==> src/hdl/imlt_pkg.sv <==
// ----------------------------------------------------------------------------
// IRC message line tokenizer package
// Shared item types, character codes, field kind codes and parameter limits.
// ----------------------------------------------------------------------------
package imlt_pkg;

  localparam int MaxParams = 15;
  localparam int CountCap  = (MaxParams > 15) ? 15 : ((MaxParams < 1) ? 1 : MaxParams);

  localparam logic [7:0] ChColon  = 8'h3A;
  localparam logic [7:0] ChSpace  = 8'h20;
  localparam logic [7:0] ChLowerA = 8'h61;
  localparam logic [7:0] ChLowerZ = 8'h7A;
  localparam logic [7:0] CaseStep = 8'h20;

  typedef enum logic [2:0] {
    KIND_SEP    = 3'd0,
    KIND_PREFIX = 3'd1,
    KIND_CMD    = 3'd2,
    KIND_MIDDLE = 3'd3,
    KIND_TRAIL  = 3'd4
  } field_kind_e;

  typedef struct packed {
    logic [7:0] in_byte;
    logic       line_end;
  } in_item_t;

  typedef struct packed {
    logic [7:0] out_byte;
    logic [2:0] field_kind;
    logic       is_content;
    logic       field_first;
    logic [3:0] param_index;
    logic       last_of_line;
    logic [3:0] param_count;
    logic       malformed;
    logic       params_overflow;
  } out_item_t;

endpackage

==> src/hdl/imlt_stream_if.sv <==
// ----------------------------------------------------------------------------
// IRC message line tokenizer channels
// Valid/ready channels for input bytes and for tagged result items.
// ----------------------------------------------------------------------------
interface imlt_in_if;
  logic       valid;
  logic       ready;
  logic [7:0] in_byte;
  logic       line_end;

  modport source (output valid, in_byte, line_end, input ready);
  modport sink (input valid, in_byte, line_end, output ready);
endinterface

interface imlt_out_if;
  logic       valid;
  logic       ready;
  logic [7:0] out_byte;
  logic [2:0] field_kind;
  logic       is_content;
  logic       field_first;
  logic [3:0] param_index;
  logic       last_of_line;
  logic [3:0] param_count;
  logic       malformed;
  logic       params_overflow;

  modport source (output valid, out_byte, field_kind, is_content, field_first,
                  param_index, last_of_line, param_count, malformed,
                  params_overflow, input ready);
  modport sink (input valid, out_byte, field_kind, is_content, field_first,
                param_index, last_of_line, param_count, malformed,
                params_overflow, output ready);
endinterface

==> src/hdl/imlt_in_stage.sv <==
// ----------------------------------------------------------------------------
// IRC tokenizer input register
// Holds one accepted input item until the parse core takes it.
// ----------------------------------------------------------------------------
module imlt_in_stage
  import imlt_pkg::*;
(
  input  logic     clk_i,
  input  logic     rst_ni,
  input  logic     valid_i,
  output logic     ready_o,
  input  in_item_t item_i,
  output logic     valid_o,
  input  logic     take_i,
  output in_item_t item_o
);

  logic     valid_q;
  in_item_t item_q;

  assign ready_o = !valid_q || take_i;
  assign valid_o = valid_q;
  assign item_o  = item_q;

  always_ff @(posedge clk_i or negedge rst_ni) begin
    if (!rst_ni) begin
      valid_q <= 1'b0;
    end else if (ready_o) begin
      valid_q <= valid_i;
    end
  end

  always_ff @(posedge clk_i) begin
    if (ready_o && valid_i) begin
      item_q <= item_i;
    end
  end

endmodule

==> src/hdl/imlt_parse_core.sv <==
// ----------------------------------------------------------------------------
// IRC tokenizer parse core
// Phase machine that tags one byte per cycle while the output is not stalled and holds the result register.
// ----------------------------------------------------------------------------
module imlt_parse_core
  import imlt_pkg::*;
(
  input  logic      clk_i,
  input  logic      rst_ni,
  input  logic      valid_i,
  input  in_item_t  item_i,
  output logic      take_o,
  output logic      valid_o,
  input  logic      ready_i,
  output out_item_t result_o
);

  typedef enum logic [2:0] {
    PH_START  = 3'd0,
    PH_PREFIX = 3'd1,
    PH_PRECMD = 3'd2,
    PH_CMD    = 3'd3,
    PH_SEP    = 3'd4,
    PH_MIDDLE = 3'd5,
    PH_TRAIL  = 3'd6
  } phase_e;

  localparam logic [3:0] Cap = 4'(CountCap);

  phase_e      phase_q, phase_d;
  logic [3:0]  count_q, count_d;
  logic        has_q, has_d;
  logic        ovf_q, ovf_d;
  logic        valid_q;
  out_item_t   result_q, result_d;
  logic        fire;

  assign take_o   = !valid_q || ready_i;
  assign fire     = take_o && valid_i;
  assign valid_o  = valid_q;
  assign result_o = result_q;

  always_comb begin
    logic [7:0]  c;
    logic        start_p;
    logic        cmd_b;
    logic        mid_b;
    logic        trl_b;
    field_kind_e kind;
    c       = item_i.in_byte;
    phase_d = phase_q;
    count_d = count_q;
    has_d   = has_q;
    ovf_d   = ovf_q;
    start_p = 1'b0;
    cmd_b   = 1'b0;
    mid_b   = 1'b0;
    trl_b   = 1'b0;
    kind    = KIND_SEP;
    result_d = '0;
    result_d.out_byte = c;

    unique case (phase_q)
      PH_START: begin
        if (c == ChColon) begin
          kind    = KIND_PREFIX;
          phase_d = PH_PREFIX;
          has_d   = 1'b0;
        end else if (c == ChSpace) begin
          phase_d = PH_PRECMD;
        end else begin
          has_d = 1'b0;
          cmd_b = 1'b1;
        end
      end
      PH_PREFIX: begin
        if (c == ChSpace) begin
          phase_d = PH_PRECMD;
        end else begin
          kind                 = KIND_PREFIX;
          result_d.is_content  = 1'b1;
          result_d.field_first = !has_q;
          has_d                = 1'b1;
        end
      end
      PH_PRECMD: begin
        if (c != ChSpace) begin
          has_d = 1'b0;
          cmd_b = 1'b1;
        end
      end
      PH_CMD: begin
        if (c == ChSpace) begin
          phase_d = PH_SEP;
        end else begin
          cmd_b = 1'b1;
        end
      end
      PH_SEP: begin
        if (c == ChColon) begin
          start_p = 1'b1;
          phase_d = PH_TRAIL;
          kind    = KIND_TRAIL;
        end else if (c != ChSpace) begin
          start_p = 1'b1;
          mid_b   = 1'b1;
        end
      end
      PH_MIDDLE: begin
        if (c == ChSpace) begin
          phase_d = PH_SEP;
        end else begin
          mid_b = 1'b1;
        end
      end
      default: begin
        trl_b = 1'b1;
      end
    endcase

    if (start_p) begin
      if (32'(count_q) >= MaxParams) begin
        ovf_d = 1'b1;
      end
      if (count_q < Cap) begin
        count_d = count_q + 4'd1;
      end
      has_d = 1'b0;
    end

    if (cmd_b || mid_b || trl_b) begin
      result_d.is_content  = 1'b1;
      result_d.field_first = !has_d;
      has_d                = 1'b1;
      if (cmd_b) begin
        phase_d = PH_CMD;
        kind    = KIND_CMD;
        if (c >= ChLowerA && c <= ChLowerZ) begin
          result_d.out_byte = c - CaseStep;
        end
      end else begin
        phase_d = mid_b ? PH_MIDDLE : PH_TRAIL;
        kind    = mid_b ? KIND_MIDDLE : KIND_TRAIL;
      end
    end

    if (kind == KIND_MIDDLE || kind == KIND_TRAIL) begin
      result_d.param_index = (count_d == 4'd0) ? 4'd0 : count_d - 4'd1;
    end

    result_d.field_kind      = kind;
    result_d.last_of_line    = item_i.line_end;
    result_d.param_count     = count_d;
    result_d.malformed       = item_i.line_end && (phase_d == PH_PREFIX);
    result_d.params_overflow = ovf_d;

    if (item_i.line_end) begin
      phase_d = PH_START;
      count_d = 4'd0;
      has_d   = 1'b0;
      ovf_d   = 1'b0;
    end
  end

  always_ff @(posedge clk_i or negedge rst_ni) begin
    if (!rst_ni) begin
      phase_q <= PH_START;
      count_q <= 4'd0;
      has_q   <= 1'b0;
      ovf_q   <= 1'b0;
      valid_q <= 1'b0;
    end else begin
      if (take_o) begin
        valid_q <= valid_i;
      end
      if (fire) begin
        phase_q <= phase_d;
        count_q <= count_d;
        has_q   <= has_d;
        ovf_q   <= ovf_d;
      end
    end
  end

  always_ff @(posedge clk_i) begin
    if (fire) begin
      result_q <= result_d;
    end
  end

endmodule

==> src/hdl/irc_message_line_tokenizer.sv <==
// ----------------------------------------------------------------------------
// IRC message line tokenizer
// Tags each byte of a message line as prefix, command, parameter or separator.
// ----------------------------------------------------------------------------
//   Channel  Dir  Contents
//   in_i     in   in_byte, line_end
//   out_o    out  out_byte, field_kind, is_content, field_first, param_index,
//                 last_of_line, param_count, malformed, params_overflow
//
// One item is accepted per cycle while the output is not stalled; its result
// reaches out_o after passing the input register and the result register of
// the parse core, whose phase state is updated once per item.
// Reset returns the phase machine to line start with all counters clear.
// A stall on the output holds the result and backs up into the input stage.
module irc_message_line_tokenizer
  import imlt_pkg::*;
(
  input logic   clk_i,
  input logic   rst_ni,
  imlt_in_if.sink    in_i,
  imlt_out_if.source out_o
);

  in_item_t  in_item;
  in_item_t  held_item;
  logic      held_valid;
  logic      take;
  out_item_t result;

  assign in_item.in_byte  = in_i.in_byte;
  assign in_item.line_end = in_i.line_end;

  imlt_in_stage u_in_stage (
    .clk_i   (clk_i),
    .rst_ni  (rst_ni),
    .valid_i (in_i.valid),
    .ready_o (in_i.ready),
    .item_i  (in_item),
    .valid_o (held_valid),
    .take_i  (take),
    .item_o  (held_item)
  );

  imlt_parse_core u_core (
    .clk_i    (clk_i),
    .rst_ni   (rst_ni),
    .valid_i  (held_valid),
    .item_i   (held_item),
    .take_o   (take),
    .valid_o  (out_o.valid),
    .ready_i  (out_o.ready),
    .result_o (result)
  );

  assign out_o.out_byte        = result.out_byte;
  assign out_o.field_kind      = result.field_kind;
  assign out_o.is_content      = result.is_content;
  assign out_o.field_first     = result.field_first;
  assign out_o.param_index     = result.param_index;
  assign out_o.last_of_line    = result.last_of_line;
  assign out_o.param_count     = result.param_count;
  assign out_o.malformed       = result.malformed;
  assign out_o.params_overflow = result.params_overflow;

endmodule

==> src/flat_wrapper.sv <==
// flat-port wrapper written by rule: the top's interface ports become plain ports
module irc_message_line_tokenizer_flat import imlt_pkg::*;
  (clk_i, rst_ni, in_i_valid, in_i_in_byte, in_i_line_end, in_i_ready, out_o_valid, out_o_out_byte, out_o_field_kind, out_o_is_content, out_o_field_first, out_o_param_index, out_o_last_of_line, out_o_param_count, out_o_malformed, out_o_params_overflow, out_o_ready);
  imlt_in_if in_i_i ();
  imlt_out_if out_o_i ();
  input logic clk_i;
  input logic rst_ni;
  input wire logic [$bits(in_i_i.valid)-1:0] in_i_valid;
  input wire logic [$bits(in_i_i.in_byte)-1:0] in_i_in_byte;
  input wire logic [$bits(in_i_i.line_end)-1:0] in_i_line_end;
  output wire logic [$bits(in_i_i.ready)-1:0] in_i_ready;
  output wire logic [$bits(out_o_i.valid)-1:0] out_o_valid;
  output wire logic [$bits(out_o_i.out_byte)-1:0] out_o_out_byte;
  output wire logic [$bits(out_o_i.field_kind)-1:0] out_o_field_kind;
  output wire logic [$bits(out_o_i.is_content)-1:0] out_o_is_content;
  output wire logic [$bits(out_o_i.field_first)-1:0] out_o_field_first;
  output wire logic [$bits(out_o_i.param_index)-1:0] out_o_param_index;
  output wire logic [$bits(out_o_i.last_of_line)-1:0] out_o_last_of_line;
  output wire logic [$bits(out_o_i.param_count)-1:0] out_o_param_count;
  output wire logic [$bits(out_o_i.malformed)-1:0] out_o_malformed;
  output wire logic [$bits(out_o_i.params_overflow)-1:0] out_o_params_overflow;
  input wire logic [$bits(out_o_i.ready)-1:0] out_o_ready;
  assign in_i_i.valid = in_i_valid;
  assign in_i_i.in_byte = in_i_in_byte;
  assign in_i_i.line_end = in_i_line_end;
  assign in_i_ready = in_i_i.ready;
  assign out_o_valid = out_o_i.valid;
  assign out_o_out_byte = out_o_i.out_byte;
  assign out_o_field_kind = out_o_i.field_kind;
  assign out_o_is_content = out_o_i.is_content;
  assign out_o_field_first = out_o_i.field_first;
  assign out_o_param_index = out_o_i.param_index;
  assign out_o_last_of_line = out_o_i.last_of_line;
  assign out_o_param_count = out_o_i.param_count;
  assign out_o_malformed = out_o_i.malformed;
  assign out_o_params_overflow = out_o_i.params_overflow;
  assign out_o_i.ready = out_o_ready;
  irc_message_line_tokenizer u_core (.clk_i(clk_i), .rst_ni(rst_ni), .in_i(in_i_i), .out_o(out_o_i));
endmodule
==> config.mk <==
export PLATFORM = sky130hd
export DESIGN_NAME = irc_message_line_tokenizer_flat
export DESIGN_NICKNAME = d
export VERILOG_FILES = /design/src/hdl/imlt_pkg.sv /design/src/hdl/imlt_stream_if.sv /design/src/hdl/imlt_in_stage.sv /design/src/hdl/imlt_parse_core.sv /design/src/hdl/irc_message_line_tokenizer.sv /design/src/flat_wrapper.sv
export SDC_FILE = /design/constraint.sdc
export NUM_CORES = 1
export LEC_CHECK = 0
export BUFFER_PORTS_ARGS = -buffer_cell sky130_fd_sc_hd__buf_2
export CAP_MARGIN = 15
export CORE_AREA = 2 2 69 84
export DETAILED_ROUTE_END_ITERATION = 10
export DIE_AREA = 0 0 71 86
export GPL_TIMING_DRIVEN = 0
export PLACE_DENSITY = 0.66
export SLEW_MARGIN = 20
export SYNTH_ARGS = -nofsm -noshare
export SYNTH_HDL_FRONTEND = slang
export SYNTH_HIERARCHICAL = 1
export SYNTH_SLANG_ARGS = --single-unit
==> constraint.sdc <==
create_clock -name clk_i -period 3.2 [get_ports clk_i]
set_input_delay 0.32 -clock clk_i [delete_from_list [all_inputs] [get_ports clk_i]]
set_output_delay 0.32 -clock clk_i [all_outputs]
set_load 0.05 [all_outputs]
==> results of run 1 <==
-- report_power, final --
| group | switching [W] | internal (W) | total [W] |
|---|---|---|---|
| registers | 0.0000220 | 0.000663 | 0.000685 |
| logic | 0.000162 | 0.0000524 | 0.000214 |
| clock network | 0.000187 | 0.000231 | 0.000418 |
| total | 0.000371 | 0.000946 | 0.00132 |
-- path summary, 6_finish.rpt --
path                                              from                           to  slack, ns  cells after the start
max                        u_core/u_in_stage/item_o[7]    u_core/u_core/result_o[9]       0.19                     10
min                                      in_i_line_end  u_core/u_in_stage/item_o[0]       0.20                      1
max reg2reg                u_core/u_in_stage/item_o[7]    u_core/u_core/result_o[9]       0.19                     10
min reg2reg                u_core/u_in_stage/item_o[0]    u_core/u_core/result_o[6]       0.45                      0
max in group asynchronous                       rst_ni     u_core/u_core/phase_q[2]       2.57                      2
min in group asynchronous                       rst_ni          u_core/u_core/ovf_q       0.42                      2
-- flip-flops by register name (all words and copies together) (netlist names) --
name                       cells
u_core/u_core/count_q          4
u_core/u_core/has_q            1
u_core/u_core/ovf_q            1
u_core/u_core/phase_q          3
u_core/u_core/result_o        24
u_core/u_core/valid_o          1
u_core/u_in_stage/item_o       9
u_core/u_in_stage/valid_o      1
-- worst max-delay path, delay by kind of cell, from the launching register on --
kind / cells / cell delay, ns
buffers and inverters: 2 / 0.19
adders and majority gates: 2 / 0.40
AOI/OAI and AO/OA: 2 / 0.60
muxes: 1 / 0.36
and+or+nand+nor: 3 / 0.80
DFF: 1 / 0.41
-- cell usage after synthesis, types with 3 or more instances --
master	n
clkbuf_1	5
ha_1	4
a21o_1	3
a21oi_1	16
o21ai_0	5
edfxtp_1	33
dfrtp_1	11
nand2_1	11
inv_1	12
nor4_1	3
a31oi_1	3
nor3_1	7
a311oi_1	3
nor2_1	7
nand2b_1	4
-- routing by layer --
layer	up-vias	share of wire (%)	wire, um	global-route usage, %
li1	716	-	-	-
met1	689	46	1710	16.7
met2	45	48	1800	20.0
met3	2	4.5	167	2.82
met4	0	1.1	40	6.17
met5	-	0	0	0
-- stage by stage --
| stage | std cells | total power (W) | util (%) |
|---|---|---|---|
| finish | 275 | 0.00132 | 46.3 |
| CTS | 275 | 0.00133 | 46.2 |
| floorplan | 166 | 0.000856 | - |
| global route | 275 | 0.00137 | 46.3 |
| detailed placement | 266 | 0.000911 | 43.9 |
| global placement | 266 | 0.000907 | 43.9 |
-- logic make-up (layout without fill, tap and decap cells) --
family | count (synthesis) | count (layout)
xor+xnor | 1 | 1
fa+ha+maj | 4 | 4
compound gates | 47 | 47
buf+inv | 18 | 65
flops | 44 | 44
simple gates | 49 | 49
mux | 3 | 3
-- repair_timing --
action	CTS	global route
hold endpoints to repair	11	0
endpoints found under the setup margin	0	2
hold buffers	1	0
resized for setup	0	1
-- final cells by class --
type | count | share of cell area (%)
well taps | 62 | 3.19
clock buffers | 5 | 2.83
clock inverters | 3 | 1.75
plain buffers | 6 | 1.08
flip-flops and latches | 44 | 52.0
repair buffers | 39 | 8.22
inverters | 12 | 1.85
multi-input cells | 104 | 29.1
==> results.ini, run 1 <==
[timing]
fin_ws_ns = 0.195
max-slew-margin-rel_pct = 35.5
maxSlewViolCount = 0
setup_viol_count_final = 0
skew_ns = 0.00542
rsz0062_at_grt = no
finalSetupTns_ns = 0
timing_worst_slew_pin_value_ns = 0.961
fmax_ghz = 0.333
holdWs_ns = 0.199
period_needed_ns = 3.01
hold_viol_final = 0
fin_crit_sh_pct = 93.9

[floorplanning]
fp.dieW_um = 71
num_rows = 29
die_h_um = 86
design.die.area_sq_um = 6110
core-area_sq_um = 5260
initial_core_util_pct = 38.8
ios = 39

[grt]
grt_pass1_wl_um = 6080
antenna_found_initial = 0
grt_util_all_layers_pct = 12.7
grt_overflow_total = 0
grt_max_degree = 30
grt_pass1_vias = 1307

[setup_path]
worstSetupStartpointType = flop
arrival_ns = 3.06
crit_type = reg2reg
slowest_delay_ns = 0.44
required_ns = 3.25
critical_path.cell_chain = inv_1 > ha_1 > nor3b_1 > a21boi_0 > or2b_1 > mux2_2 > inv_1 > ha_1 > nor4_1 > a31o_2
endpoint_kind = flop
path_max_fanout = 5
slowest_stage = nor3b_1

[power_and_ir_drop]
vdd_ir_drop_max_v = 0.000183
p_leak_nw = 0.966
p_per_area_nw_per_um2 = 541

[logic_synthesis]
synth.avg_cell_area_sq_um = 12.3
synth_seq_cells = 44
yosys.area.top_type = edfxtp_1
ys_types = 47
synth_top_cell_area_share_pct = 48.6
synth_area_leaders = edfxtp_1, dfrtp_1, a21oi_1, ha_1, inv_1
synth_ff_type = edfxtp_1
syn-num-nets = 183
muxShareOfSynthArea_pct = 1.60
synth-edff-count = 33
yosysSeqAreaShare_pct = 62.1
async_flop_share_pct = 25.0
yosys.area_share.simple_pct = 14.1
yosys.area_share.xor_xnor_pct = 0.429
syn_inst = 166
synth_compound_area_share_pct = 15.8
synth-warning-count = 6
netlist_area_sq_um = 2040
yosys.area_share.adder_pct = 2.45
synth_top_family_by_area = compound AO/OA/AOI/OAI gates

[routing]
ant_nets = 0
wl_per_cell_um = 13.5
routed_via_density = 5.28
drtIter0Drc = 126
drt_wl_total_um = 3710
vias = 1452
drc = 0
drtPass1Iterations = 4

[clocking]
insertion_delay_ns = 0.29
path_clk_slew_ns = 0.08
clock-sinks = 44
root_buffer = clkbuf_8
cts_made_buffers = 5
clockBufferDepth = 2
post_cts_buffers = 0
cts_tree = built
h-tree-depth = 2

[finish]
n_antenna_cell = 0
layout.nets = 229
final_common_cell = buf_2
multi_input_area_sq_um = 708
regArea_sq_um = 1270
stdcell_area_sq_um = 2430
layout_common_cells = buf_2, edfxtp_1, a21oi_1
drive_above_1_share_pct = 27.2
fillers = 492
synthToLayoutAreaGrowth_pct = 19.4

[place]
preCtsSetupSlack_ns = 0.208
place_congestion = 0.889
portBuffers = 38
hpwl_um = 2660
placed_cell_area_sq_um = 2310

[run]
cap_violations = 0

[status]
status = finished clean

[hold_path]
hp-class = in2reg

Power figures use the tool's default switching activity.
==> inputs of run 2 (changes only) <==
--- a/config.mk
+++ b/config.mk
@@ -5,11 +5,12 @@
 export SDC_FILE = /design/constraint.sdc
 export NUM_CORES = 1
 export LEC_CHECK = 0
+export ABC_AREA = 1
 export BUFFER_PORTS_ARGS = -buffer_cell sky130_fd_sc_hd__buf_2
 export CAP_MARGIN = 15
-export CORE_AREA = 2 2 69 84
+export CORE_AREA = 2 2 70 85
 export DETAILED_ROUTE_END_ITERATION = 10
-export DIE_AREA = 0 0 71 86
+export DIE_AREA = 0 0 72 87
 export GPL_TIMING_DRIVEN = 0
 export PLACE_DENSITY = 0.66
 export SLEW_MARGIN = 20
==> results.ini, run 2 <==
[status]
status = finished clean

[run]
cap_violations = 0

[routing]
drt_wl_total_um = 3690
drtPass1Iterations = 4
routed_via_density = 4.80
drc = 0
drtIter0Drc = 146
vias = 1583
wl_per_cell_um = 11.2
ant_nets = 0

[logic_synthesis]
yosys-top-cells-count = nand2_1, inv_1, edfxtp_1
synth_top_cell_area_share_pct = 47.3
synth-warning-count = 6
netlist_area_sq_um = 2100
synth_ff_type = edfxtp_1
synth_area_leaders = edfxtp_1, dfrtp_1, nand2_1, inv_1, nand3_1
yosys.area.top_type = edfxtp_1
ys_types = 28
syn-num-nets = 236
yosysMostFrequentCell = nand2_1
synth_seq_cells = 44
synth.avg_cell_area_sq_um = 9.58
async_flop_share_pct = 25.0
synth-edff-count = 33
yosysSeqAreaShare_pct = 60.4
syn_inst = 219

[clocking]
cts_made_buffers = 5
clockBufferDepth = 2
path_clk_slew_ns = 0.08
cts_tree = built
h-tree-depth = 2
cts.repair.resized = 0
clock-sinks = 44
root_buffer = clkbuf_8
insertion_delay_ns = 0.29

[timing]
timing_worst_slew_pin_value_ns = 1.06
hold_viol_final = 0
fin_ws_ns = 1.16
setup_viol_count_final = 0
fin_crit_sh_pct = 63.8
maxSlewViolCount = 0
max-slew-margin-rel_pct = 29.4
fmax_ghz = 0.490
skew_ns = 0.00313
finalSetupTns_ns = 0
period_needed_ns = 2.04
rsz0062_at_grt = no

[power_and_ir_drop]
p_leak_nw = 1.24
vdd_ir_drop_max_v = 0.000209
p_per_area_nw_per_um2 = 631

[floorplanning]
initial_core_util_pct = 38.0
design.die.area_sq_um = 6260
num_rows = 30
die_h_um = 87
ios = 39
core-area_sq_um = 5520
fp.dieW_um = 72

[finish]
final_util_pct = 45.0
drive_above_1_share_pct = 21.4
final_cell_count_no_fill = 330
largest_register_ffs = 24
layout_common_cells = nand2_1, buf_2, inv_1, edfxtp_1, nand3_1
synthToLayoutAreaGrowth_pct = 18.5
final_common_cell = nand2_1
layout.nets = 282
n_antenna_cell = 0

[setup_path]
arrival_ns = 2.08
required_ns = 3.24
crit_type = reg2reg
path_max_fanout = 10
worstSetupStartpointType = flop
endpoint_kind = flop

[grt]
grt_util_all_layers_pct = 13.0
grt_overflow_total = 0
grt_pass1_wl_um = 6310
grt_max_degree = 30
antenna_found_initial = 0
grt_pass1_vias = 1397

[place]
place_congestion = 0.863
dp_cells = 321
preCtsSetupSlack_ns = 1.16
hpwl_um = 2750
portBuffers = 38

[hold_path]
hp-class = in2reg

## run 2: cell count changes in the layout (fill, tap and decap cells not counted), moves of 4 or more
cell      previous run  this run
nand2b_1             4         0
a21oi_1             16         5
clkbuf_1             5         1
inv_1               11        37
nor2_1               7        16
nand3_1              1        17
nand4_1              0         6
nand2_2              0         5
nand2_1             11        57
## run 2: path summary, 6_finish.rpt
path	from	end	slack [ns]	depth (start not counted)
min reg2reg	u_core/u_in_stage/item_o[1]	u_core/u_core/result_o[16]	0.50	0
min	in_i_line_end	u_core/u_in_stage/item_o[0]	0.20	1
max in group asynchronous	rst_ni	u_core/u_core/phase_q[2]	2.56	2
max	u_core/u_in_stage/item_o[7]	u_core/u_core/result_o[9]	1.16	12
min in group asynchronous	rst_ni	u_core/u_core/phase_q[1]	0.43	2
max reg2reg	u_core/u_in_stage/item_o[7]	u_core/u_core/result_o[9]	1.16	12
## run 2: metrics by stage
step,hold WS [ns],total power (W),instance area (sq um)
6_report,0.203,0.00157,2480
3_5_place_dp,0.214,0.00117,2370
2_1_floorplan,0.0244,0.00108,2100
4_1_cts,0.192,0.00158,2480
3_3_place_gp,0.205,0.00117,2370
5_1_grt,0.188,0.00166,2480
## run 2: cells by family (layout without fill, tap and decap cells)
| logic type | Yosys count | after routing | share of synthesized area (%) |
|---|---|---|---|
| xor gates and xnor gates | 1 | 1 | 0.418 |
| and+or+nand+nor | 112 | 112 | 24.2 |
| DFF | 44 | 44 | 60.4 |
| AOI/OAI and AO/OA | 19 | 19 | 5.25 |
| buffers and inverters | 39 | 86 | 7.34 |
| adders and majority gates | 4 | 4 | 2.39 |
## run 2: cell type report
class	instances	area (sq um)
Fill cell	553	3030
Sequential cell	44	1270
Multi-Input combinational cell	136	677
Timing Repair Buffer	39	200
Inverter	38	143
Tap cell	64	80.1
Clock buffer	6	72.6
Clock inverter	2	35.0
Buffer	1	11.3
## run 2: repair_timing
| item | CTS | global route |
|---|---|---|
| buffers inserted | 0 | 0 |
| hold buffers | 1 | 0 |
| endpoints found under the hold margin | 11 | 0 |
## run 2: where the power goes
| group | leakage [nW] | internal, W | switching (W) | total [W] |
|---|---|---|---|---|
| clock | 0.0552 | 0.000232 | 0.000175 | 0.000407 |
| sequential | 0.467 | 0.000698 | 0.0000321 | 0.000730 |
| combinational | 0.717 | 0.000114 | 0.000316 | 0.000431 |
| total | 1.24 | 0.00104 | 0.000524 | 0.00157 |
## run 2: metal layers
metal  up-vias  track usage (%)  wire length (um)
li1        812                -                 -
met1       712             17.3              1690
met2        53             20.9              1740
met3         6             2.43               199
met4         0             5.15                67
met5         -                0                 0
## run 2: worst max-delay path, cell delays in order (launching register included)
cell      delay (ns)
edfxtp_1        0.42
inv_1           0.12
ha_1            0.17
nand2_1         0.06
nor2_1          0.12
nand2_2         0.16
nand2_4         0.14
nand2_1         0.07
nand2_2         0.11
ha_1            0.19
nand3_1         0.09
nand2_2         0.10
a21oi_1         0.05
==> inputs of run 3 (changes only) <==
--- a/config.mk
+++ b/config.mk
@@ -12,7 +12,7 @@
 export DETAILED_ROUTE_END_ITERATION = 10
 export DIE_AREA = 0 0 72 87
 export GPL_TIMING_DRIVEN = 0
-export PLACE_DENSITY = 0.66
+export PLACE_DENSITY = 0.68
 export SLEW_MARGIN = 20
 export SYNTH_ARGS = -nofsm -noshare
 export SYNTH_HDL_FRONTEND = slang
==> constraint.sdc (replaced) <==
create_clock -name clk_i -period 1.85 [get_ports clk_i]
set_input_delay 0.185 -clock clk_i [delete_from_list [all_inputs] [get_ports clk_i]]
set_output_delay 0.185 -clock clk_i [all_outputs]
set_load 0.05 [all_outputs]
==> results.ini, run 3 (synthesized netlist as in run 2, its figures left out) <==
[clocking]
insertion_delay_ns = 0.30
root_buffer = clkbuf_8
path_clk_slew_ns = 0.08
cts_made_buffers = 5
clock-sinks = 44
clockBufferDepth = 2
cts_tree = built
h-tree-depth = 2

[power_and_ir_drop]
p_sw_share_pct = 33.8
power_frac_clock_pct = 26.8
internal-power_w = 0.00188
p_seq_share_pct = 44.6
combPwrFrac_pct = 28.6
p_per_area_nw_per_um2 = 1010
power.switching_w = 0.000960
p_leak_nw = 1.36
vdd_ir_drop_max_v = 0.000485
total_power_w = 0.00284

[grt]
grt_util_all_layers_pct = 13.4
grt_overflow_total = 0
antenna_found_initial = 0
grt_pass1_vias = 1510
grt_pass1_wl_um = 6530
grt_max_degree = 30

[floorplanning]
fp.dieW_um = 72
ios = 39
design.die.area_sq_um = 6260
die_h_um = 87
num_rows = 30
initial_core_util_pct = 38.0
core-area_sq_um = 5520

[finish]
multi_input_area_sq_um = 846
final_common_cell = nand2_1
layout.nets = 300
n_antenna_cell = 0
layout_common_cells = nand2_1, buf_2, inv_1, edfxtp_1, buf_4
largest_register_ffs = 24
synthToLayoutAreaGrowth_pct = 34.2
drive_above_1_share_pct = 37.3
regArea_sq_um = 1270
fillers = 475

[timing]
fmax_ghz = 0.547
max-slew-margin-rel_pct = 46.5
fin_crit_sh_pct = 98.8
skew_ns = 0.00819
setup_viol_count_final = 0
timing_worst_slew_pin_value_ns = 0.802
holdWs_ns = 0.0553
hold_viol_final = 0
period_needed_ns = 1.83
maxSlewViolCount = 0
fin_ws_ns = 0.0222
rsz0062_at_grt = yes
finalSetupTns_ns = 0

[setup_path]
required_ns = 1.90
worstSetupStartpointType = flop
r2r_cells = 13
endpoint_kind = flop
path_max_fanout = 5
crit_type = reg2reg
arrival_ns = 1.88

[routing]
drtPass1Iterations = 4
drc = 0
drt_wl_total_um = 4420
vias = 1696
wl_per_cell_um = 12.7
routed_via_density = 4.87
ant_nets = 0
drtIter0Drc = 125

[place]
portBuffers = 38
preCtsSetupSlack_ns = -0.198
place_congestion = 0.887
hpwl_um = 2790

[run]
cap_violations = 0

[status]
status = finished clean

[hold_path]
hp-class = in2reg
min_delay_path_depth = 1

-- run 3: changes by cell type in the layout (fill, tap and decap cells not counted), sizes merged --
cell      change
buf          +17
clkinvlp      +2
inv           -1
-- run 3: critical path, stage by stage (launching register included) --
cell	delay, ns
edfxtp_1	0.41
inv_2	0.10
ha_4	0.14
nand2_2	0.06
nor2_4	0.12
nand2_4	0.09
nand2_4	0.10
inv_2	0.06
nand2_2	0.08
nand2_2	0.07
nor2_4	0.15
nand2_1	0.06
nand2_1	0.06
o21ai_1	0.06
-- run 3: worst paths after layout --
kind	start	to	slack, ns
worst max-delay path	u_core/u_in_stage/item_o[7]	u_core/u_core/result_o[11]	0.02
worst min-delay path	in_i_in_byte[0]	u_core/u_in_stage/item_o[1]	0.06
worst max register to register	u_core/u_in_stage/item_o[7]	u_core/u_core/result_o[11]	0.02
worst min register to register	u_core/u_core/valid_o	u_core/u_core/valid_o	0.53
max in group asynchronous	rst_ni	u_core/u_core/has_q	1.36
min in group asynchronous	rst_ni	u_core/u_in_stage/valid_o	0.28
-- run 3: repair_timing --
item	CTS	global route
gates cloned	0	1
buffers inserted	11	6
hold buffers	1	0
pin swaps	7	15
endpoints found under the setup margin	36	42
hold endpoints to repair	11	0
gates resized for setup	9	36
-- run 3: final cells by class --
class / count / share of cell area (%)
Buffer: 1 / 0.400
Multi-Input combinational cell: 136 / 30.1
Sequential cell: 44 / 45.0
Timing Repair Buffer: 56 / 11.9
Clock inverter: 2 / 1.38
Inverter: 38 / 5.20
Timing Repair inverter: 1 / 0.267
Clock buffer: 6 / 2.93
Tap cell: 64 / 2.85
-- run 3: through the flow --
step / cells / util (%) / area (sq um)
2_1_floorplan: 219 / - / 2100
3_3_place_gp: 321 / 42.9 / 2370
3_5_place_dp: 321 / 42.9 / 2370
4_1_cts: 341 / 47.5 / 2620
5_1_grt: 348 / 51.0 / 2810
6_report: 348 / 51.0 / 2810
-- run 3: power groups by stage --
stage / Combinational, W / Clock (W) / Sequential [W]
2_1_floorplan: 0.000340 / 0 / 0.00153
3_3_place_gp: 0.000739 / 0 / 0.00128
3_5_place_dp: 0.000745 / 0 / 0.00128
4_1_cts: 0.000771 / 0.000785 / 0.00126
5_1_grt: 0.000887 / 0.000826 / 0.00128
6_report: 0.000813 / 0.000760 / 0.00126
-- run 3: metal layers --
metal / GRT usage, % / part of all wire [%] / up-vias
li1: - / - / 847
met1: 16.7 / 42 / 779
met2: 22.1 / 51 / 58
met3: 2.43 / 4.7 / 12
met4: 7.03 / 2.2 / 0
met5: 0 / 0 / -
